File: src/rtl/timed_task_deadline_queue_assert.svh
// Assertion macros used by the deadline queue datapath.
// Depends on clk_i and rst_ni being present in the module that uses them.
`ifndef TIMED_TASK_DEADLINE_QUEUE_ASSERT_SVH
`define TIMED_TASK_DEADLINE_QUEUE_ASSERT_SVH

// Same-cycle implication, checked outside reset.
`define TTDQ_ASSERT(lbl, ante, cons) \
  lbl: assert property (@(posedge clk_i) disable iff (!rst_ni) (ante) |-> (cons)) \
    else $error("deadline queue check failed");

// Next-cycle implication, checked outside reset.
`define TTDQ_ASSERT_NEXT(lbl, ante, cons) \
  lbl: assert property (@(posedge clk_i) disable iff (!rst_ni) (ante) |=> (cons)) \
    else $error("deadline queue check failed");

`endif

File: src/rtl/ttdq_pkg.sv
// Shared types and constants of the deadline queue.
// No dependencies; every other RTL file but the assertion header imports this package.
package ttdq_pkg;

  localparam int TASK_W  = 6;
  localparam int TIME_W  = 62;
  localparam int OTIME_W = 63;
  localparam int COUNT_W = 5;
  localparam int OP_W    = 3;
  localparam int ST_W    = 2;
  localparam int JIT_W   = 32;

  localparam logic [TIME_W-1:0]  TIME_MAX  = {TIME_W{1'b1}};
  localparam logic [OTIME_W-1:0] TIME_NONE = {OTIME_W{1'b1}};

  // Operation codes.
  localparam logic [OP_W-1:0] OP_SCHEDULE   = 3'd0;
  localparam logic [OP_W-1:0] OP_UNSCHEDULE = 3'd1;
  localparam logic [OP_W-1:0] OP_POP        = 3'd2;
  localparam logic [OP_W-1:0] OP_RUNNABLES  = 3'd3;
  localparam logic [OP_W-1:0] OP_PEEK       = 3'd4;

  // Result status codes.
  localparam logic [ST_W-1:0] ST_OK      = 2'd0;
  localparam logic [ST_W-1:0] ST_IGNORED = 2'd1;
  localparam logic [ST_W-1:0] ST_EMPTY   = 2'd2;
  localparam logic [ST_W-1:0] ST_BAD     = 2'd3;

  typedef enum logic [3:0] {
    S_IDLE, S_CHECK, S_CALC, S_INS_RD, S_INS_CMP, S_SCAN_RD, S_SCAN_CMP,
    S_HEAD_RD, S_HEAD_CMP, S_RUN_RD, S_RUN_CMP, S_EMIT, S_EMIT_RUN
  } state_e;

  typedef enum logic [2:0] {
    RES_BAD, RES_IGN, RES_EMPTY, RES_SCHED, RES_REMOVED, RES_RUN_ITEM,
    RES_PEEK, RES_CLOSE
  } res_e;

  typedef enum logic [1:0] {RD_DEC, RD_J, RD_ZERO} rd_sel_e;
  typedef enum logic [1:0] {WR_UP, WR_NEW, WR_DN} wr_sel_e;

  typedef struct packed {
    logic [TASK_W-1:0] tid;
    logic [TIME_W-1:0] dl;
  } ent_t;

  typedef struct packed {
    logic    in_ready;
    logic    capture;
    logic    calc;
    logic    i_dec;
    rd_sel_e rd_sel;
    logic    wr_en;
    wr_sel_e wr_sel;
    logic    ins_done;
    logic    scan_init;
    logic    take_head;
    logic    mark_found;
    logic    j_inc;
    logic    rm_done;
    logic    run_init;
    logic    n_inc;
    logic    set_res;
    res_e    res;
    logic    load_out;
  } cmd_t;

  typedef struct packed {
    logic            in_valid;
    logic [OP_W-1:0] op;
    logic            id_bad;
    logic            queued;
    logic            empty;
    logic            run_bad;
    logic            i_zero;
    logic            ins_move;
    logic            j_end;
    logic            found;
    logic            id_match;
    logic            run_take;
    logic            out_free;
  } stat_t;

endpackage

File: src/rtl/ttdq_ctrl.sv
// Sequencer of the deadline queue: walks insert, removal and batch loops.
// Depends on ttdq_pkg; drives the datapath through cmd_t and reads stat_t.
module ttdq_ctrl import ttdq_pkg::*; (
  input  logic  clk_i,
  input  logic  rst_ni,
  input  stat_t stat_i,
  output cmd_t  cmd_o
);

  state_e state_q, state_d;

  // State register.
  always_ff @(posedge clk_i or negedge rst_ni) begin
    if (!rst_ni) begin
      state_q <= S_IDLE;
    end else begin
      state_q <= state_d;
    end
  end

  // Next state.
  always_comb begin
    state_d = state_q;
    unique case (state_q)
      S_IDLE: begin
        if (stat_i.in_valid) state_d = S_CHECK;
      end
      S_CHECK: begin
        priority if (stat_i.op == OP_SCHEDULE || stat_i.op == OP_UNSCHEDULE) begin
          priority if (stat_i.id_bad) state_d = S_EMIT;
          else if (stat_i.op == OP_SCHEDULE) state_d = stat_i.queued ? S_EMIT : S_CALC;
          else state_d = stat_i.queued ? S_SCAN_RD : S_EMIT;
        end else if (stat_i.op == OP_POP || stat_i.op == OP_PEEK) begin
          state_d = stat_i.empty ? S_EMIT : S_HEAD_RD;
        end else if (stat_i.op == OP_RUNNABLES) begin
          state_d = stat_i.run_bad ? S_EMIT : S_RUN_RD;
        end else begin
          state_d = S_EMIT;
        end
      end
      S_CALC:     state_d = S_INS_RD;
      S_INS_RD:   state_d = stat_i.i_zero ? S_EMIT : S_INS_CMP;
      S_INS_CMP:  state_d = stat_i.ins_move ? S_INS_RD : S_EMIT;
      S_SCAN_RD: begin
        if (stat_i.j_end) begin
          state_d = (stat_i.op == OP_RUNNABLES) ? S_EMIT_RUN : S_EMIT;
        end else begin
          state_d = S_SCAN_CMP;
        end
      end
      S_SCAN_CMP: state_d = S_SCAN_RD;
      S_HEAD_RD:  state_d = S_HEAD_CMP;
      S_HEAD_CMP: state_d = (stat_i.op == OP_POP) ? S_SCAN_RD : S_EMIT;
      S_RUN_RD:   state_d = S_RUN_CMP;
      S_RUN_CMP:  state_d = stat_i.run_take ? S_SCAN_RD : S_EMIT;
      S_EMIT: begin
        if (stat_i.out_free) state_d = S_IDLE;
      end
      S_EMIT_RUN: begin
        if (stat_i.out_free) state_d = S_RUN_RD;
      end
      default:    state_d = S_IDLE;
    endcase
  end

  // Commands to the datapath.
  always_comb begin
    cmd_o = '0;
    cmd_o.rd_sel = RD_ZERO;
    cmd_o.wr_sel = WR_NEW;
    cmd_o.res    = RES_BAD;
    unique case (state_q)
      S_IDLE: begin
        cmd_o.in_ready = 1'b1;
        cmd_o.capture  = stat_i.in_valid;
      end
      S_CHECK: begin
        priority if (stat_i.op == OP_SCHEDULE || stat_i.op == OP_UNSCHEDULE) begin
          priority if (stat_i.id_bad) begin
            cmd_o.set_res = 1'b1;
            cmd_o.res     = RES_BAD;
          end else if (stat_i.op == OP_SCHEDULE) begin
            cmd_o.set_res = stat_i.queued;
            cmd_o.res     = RES_IGN;
          end else begin
            cmd_o.set_res   = !stat_i.queued;
            cmd_o.res       = RES_IGN;
            cmd_o.scan_init = stat_i.queued;
          end
        end else if (stat_i.op == OP_POP || stat_i.op == OP_PEEK) begin
          cmd_o.set_res = stat_i.empty;
          cmd_o.res     = RES_EMPTY;
        end else if (stat_i.op == OP_RUNNABLES) begin
          cmd_o.set_res  = stat_i.run_bad;
          cmd_o.res      = RES_BAD;
          cmd_o.run_init = !stat_i.run_bad;
        end else begin
          cmd_o.set_res = 1'b1;
          cmd_o.res     = RES_BAD;
        end
      end
      S_CALC: cmd_o.calc = 1'b1;
      S_INS_RD: begin
        cmd_o.rd_sel = RD_DEC;
        if (stat_i.i_zero) begin
          cmd_o.wr_en    = 1'b1;
          cmd_o.wr_sel   = WR_NEW;
          cmd_o.ins_done = 1'b1;
          cmd_o.set_res  = 1'b1;
          cmd_o.res      = RES_SCHED;
        end
      end
      S_INS_CMP: begin
        cmd_o.wr_en = 1'b1;
        if (stat_i.ins_move) begin
          cmd_o.wr_sel = WR_UP;
          cmd_o.i_dec  = 1'b1;
        end else begin
          cmd_o.wr_sel   = WR_NEW;
          cmd_o.ins_done = 1'b1;
          cmd_o.set_res  = 1'b1;
          cmd_o.res      = RES_SCHED;
        end
      end
      S_SCAN_RD: begin
        cmd_o.rd_sel = RD_J;
        if (stat_i.j_end) begin
          cmd_o.rm_done = 1'b1;
          cmd_o.set_res = 1'b1;
          cmd_o.res     = (stat_i.op == OP_RUNNABLES) ? RES_RUN_ITEM : RES_REMOVED;
        end
      end
      S_SCAN_CMP: begin
        cmd_o.j_inc      = 1'b1;
        cmd_o.wr_sel     = WR_DN;
        cmd_o.wr_en      = stat_i.found;
        cmd_o.mark_found = !stat_i.found && stat_i.id_match;
      end
      S_HEAD_RD: cmd_o.rd_sel = RD_ZERO;
      S_HEAD_CMP: begin
        if (stat_i.op == OP_POP) begin
          cmd_o.take_head = 1'b1;
        end else begin
          cmd_o.set_res = 1'b1;
          cmd_o.res     = RES_PEEK;
        end
      end
      S_RUN_RD: cmd_o.rd_sel = RD_ZERO;
      S_RUN_CMP: begin
        if (stat_i.run_take) begin
          cmd_o.take_head = 1'b1;
        end else begin
          cmd_o.set_res = 1'b1;
          cmd_o.res     = RES_CLOSE;
        end
      end
      S_EMIT: cmd_o.load_out = stat_i.out_free;
      S_EMIT_RUN: begin
        cmd_o.load_out = stat_i.out_free;
        cmd_o.n_inc    = stat_i.out_free;
      end
      default: ;
    endcase
  end

endmodule

File: config.mk
export PLATFORM = sky130hd
export DESIGN_NAME = ttdq_ctrl
export DESIGN_NICKNAME = d
export VERILOG_FILES = /design/src/rtl/timed_task_deadline_queue_assert.svh /design/src/rtl/ttdq_pkg.sv /design/src/rtl/ttdq_ctrl.sv
export SDC_FILE = /design/constraint.sdc
export NUM_CORES = 1
export LEC_CHECK = 0
export BUFFER_PORTS_ARGS = -buffer_cell sky130_fd_sc_hd__buf_4
export CORE_UTILIZATION = 49
export CTS_CLUSTER_DIAMETER = 80
export DETAILED_ROUTE_END_ITERATION = 10
export GPL_TIMING_DRIVEN = 0
export PLACE_DENSITY_LB_ADDON = 0.08
export SLEW_MARGIN = 30
export SYNTH_ARGS = -nofsm -noshare
export SYNTH_HDL_FRONTEND = slang
export SYNTH_SLANG_ARGS = --single-unit
File: constraint.sdc
create_clock -name clk_i -period 3.8 [get_ports clk_i]
set_clock_uncertainty 0.15 [all_clocks]
set_input_delay 0.38 -clock clk_i [delete_from_list [all_inputs] [get_ports clk_i]]
set_output_delay 0.38 -clock clk_i [all_outputs]
set_load 0.05 [all_outputs]
==> results.sh <==
export IMPL_place_congestion=0.874
export IMPL_wl_met3_um=213
export IMPL_dp_hpwl_um=1930
export IMPL_grt_max_degree=11
export IMPL_grt_pass1_vias=940
export IMPL_largest_reg_flops=4
export IMPL_seq_power_share=0.094
export IMPL_maxSlewViolCount=0
export IMPL_synthToLayoutAreaGrowth_pct=42.1
export IMPL_vias=1042
export IMPL_holdPathEnd="state_q[3]$_DFFE_PN0P_"
export IMPL_peakVddDrop_uv=453
export IMPL_drt_total_wl_um=2520
export IMPL_r2r_start="state_q[0]$_DFFE_PN0P_"
export IMPL_cts_tree="built"
export IMPL_worst_slew_pin_slew_ps=484
export IMPL_numPortBuffers=38
export IMPL_endpoint_kind="output port"
export IMPL_fin_crit_ps=2470
export IMPL_synth_edf_count=0
export IMPL_r2r_slack_ps=1990
export IMPL_tns_ps=0
export IMPL_drv_cap=0
export IMPL_comb_power_share=0.849
export IMPL_clk_pin_slew_ps=40
export IMPL_crit_start="state_q[0]$_DFFE_PN0P_"
export IMPL_initialDrtViolationCount=62
export IMPL_die_w_um=42.5
export IMPL_slowest_delay_ps=410
export IMPL_finalHoldViolCount=0
export IMPL_coreArea_um2=1520
export IMPL_cts_setup_buffers=0
export IMPL_p_per_area_nw_per_um2=813
export IMPL_synth_cell_type_count=47
export IMPL_start_util=0.526
export IMPL_synth_nets=131
export IMPL_antenna_found_initial=0
export IMPL_grt_ovfl_total=0
export IMPL_io_pins=39
export IMPL_hp_class="in -> reg"
export IMPL_clkLatencyLatePin_ps=240
export IMPL_ys_seq_area_frac=0.125
export IMPL_wl_met1_um=1050
export IMPL_layout_commonest_cell="buf_4"
export IMPL_num_fill_cells=137
export IMPL_slowest_stage="dfrtp_1"
export IMPL_cts_made_buffers=3
export IMPL_grt_use_total=0.310
export IMPL_worstPathRequired_ps=3270
export IMPL_htreeDepth=1
export IMPL_clkPwrFrac=0.058
export IMPL_vias_per_cell=6.17
export IMPL_worstPathCellList="buf_4, and4bb_2, nand2_1, inv_1, nor3_1, o21ai_0, buf_4"
export IMPL_rows=14
export IMPL_rsz0062_at_grt="false"
export IMPL_power_total_mw=0.927
export IMPL_crit_arrival_ps=1940
export IMPL_grt_pass1_wl_um=4240
export IMPL_top_regs="state_q (4)"
export IMPL_cts_buffer_depth=2
export IMPL_die_y_um=42.5
export IMPL_firstDrtPassIters=4
export IMPL_start_kind="flop"
export IMPL_path_max_fanout=10
export IMPL_cpMostUsedCell="buf_4"
export IMPL_ys_flop_type="dfrtp_1"
export IMPL_p_sw_mw=0.552
export IMPL_antenna_cells=0
export IMPL_r2r_cells=6
export IMPL_syn_instance_count=111
export IMPL_internal_power_mw=0.375
export IMPL_wl_per_cell_um=14.9
export IMPL_status="completed"
export IMPL_p_sw_frac=0.595
export IMPL_drc_errors=0
export IMPL_clock_sinks=4
export IMPL_dr_max_layer_used="met4"
export IMPL_synth_avg_cell_area_um2=7.23
export IMPL_ant_nets=0
export IMPL_final_cell_mix="buf_4 (41), nor3_1 (9)"
export IMPL_slew_headroom=0.675
export IMPL_syn_area_um2=802
export IMPL_r2r_end="state_q[3]$_DFFE_PN0P_"
export IMPL_synthArstFlopShare=1.00
export IMPL_drive_above_1_share=0.399
export IMPL_dieArea_um2=1800
export IMPL_setup_viol=0
export IMPL_p_leak_nw=0.535
export IMPL_hold_path_startpoint="stat_i[0]"
export IMPL_max_freq_mhz=406
export IMPL_top_register="state_q"
export IMPL_cts_root_buffer="clkbuf_4"
export IMPL_min_path_cells=2
export IMPL_min_period_over_period=0.649
export IMPL_synth_seq_cells=4
export IMPL_layout_nets=175
export IMPL_worstSetupPathType="reg -> out"
export IMPL_dr_wl_met2_um=1220
export IMPL_ys_warn_count=0
[routing by layer]
metal  vias up  track usage
met5         -            0
met4         0        0.119
met3         4       0.0259
met2        66        0.520
met1       475        0.408
li1        497            -
[logic make-up (layout without fill, tap and decap cells)]
family | after synthesis | count (layout) | share of synthesized area
DFF | 4 | 4 | 0.125
adders and majority gates | 3 | 3 | 0.0468
xor gates and xnor gates | 3 | 3 | 0.0328
AOI/OAI and AO/OA | 31 | 31 | 0.276
and+or+nand+nor | 51 | 51 | 0.392
buffers and inverters | 19 | 61 | 0.128
[power by group through the flow]
stage          Sequential (mW)  Combinational [mW]  Clock (mW)
6_report                0.0867               0.787      0.0534
5_1_grt                 0.0887               0.836      0.0591
4_1_cts                 0.0867               0.776      0.0539
3_5_place_dp            0.0871               0.772           0
3_3_place_gp            0.0862               0.768           0
2_1_floorplan           0.0784               0.582           0
[through the flow]
step | cell area [um2] | worst slack, ps | hold WS (ps) | std cells | utilization
global route | 1140 | 1230 | 289 | 169 | 0.748
finish | 1140 | 1330 | 290 | 169 | 0.748
global placement | 1110 | 1440 | 23.7 | 165 | 0.727
CTS | 1140 | 1370 | 284 | 169 | 0.748
floorplan | 802 | 461 | -65.6 | 111 | -
detailed placement | 1110 | 1430 | 28.3 | 165 | 0.727
[cells in the mapped netlist, types with 2 or more instances]
library cell / instances / area (um2)
a21oi_1: 7 / 35.0
nand3_1: 2 / 10.0
nand3b_1: 2 / 15.0
dfrtp_1: 4 / 100
inv_1: 7 / 26.3
or4b_1: 2 / 20.0
buf_4: 3 / 22.5
xnor2_1: 2 / 17.5
o211ai_1: 3 / 22.5
a21oi_2: 2 / 17.5
o21ai_0: 7 / 35.0
nand2_1: 6 / 22.5
ha_1: 3 / 37.5
nand2b_1: 4 / 25.0
nor3_1: 9 / 45.0
nor2_1: 7 / 26.3
or4_1: 2 / 15.0
buf_6: 2 / 22.5
or3_1: 4 / 25.0
buf_2: 4 / 20.0
o32ai_1: 2 / 17.5
inv_2: 2 / 7.51
[worst max-delay path, delay by kind of cell, from the launching register on]
kind / cells / cell delay (ps)
AND/OR/NAND/NOR: 3 / 640
buffers and inverters: 3 / 480
flip-flops: 1 / 410
AO/OA/AOI/OAI: 1 / 150
[worst max-delay path by stage]
stage	end	slack, ps	cells after the start
2_1_floorplan	cmd_o[20]	460	3
3_3_place_gp	cmd_o[4]	1440	8
3_5_place_dp	cmd_o[4]	1430	8
4_1_cts	cmd_o[4]	1370	5
5_1_grt	cmd_o[4]	1230	6
6_report	cmd_o[4]	1330	7
[layout make-up]
cell class	instances	area (um2)	area share
tap	16	20.0	0.0176
timing repair buffer	39	295	0.259
buffer	10	68.8	0.0604
multi-input combinational	88	599	0.526
sequential	4	100	0.0878
clock buffer	3	22.5	0.0198
inverter	9	33.8	0.0296
[timing repair]
action	4_1_cts	5_1_grt
hold buffers	1	0
gates resized for setup	0	0
hold endpoints to repair	4	0
Note: power is estimated with default switching activity, not from simulation.
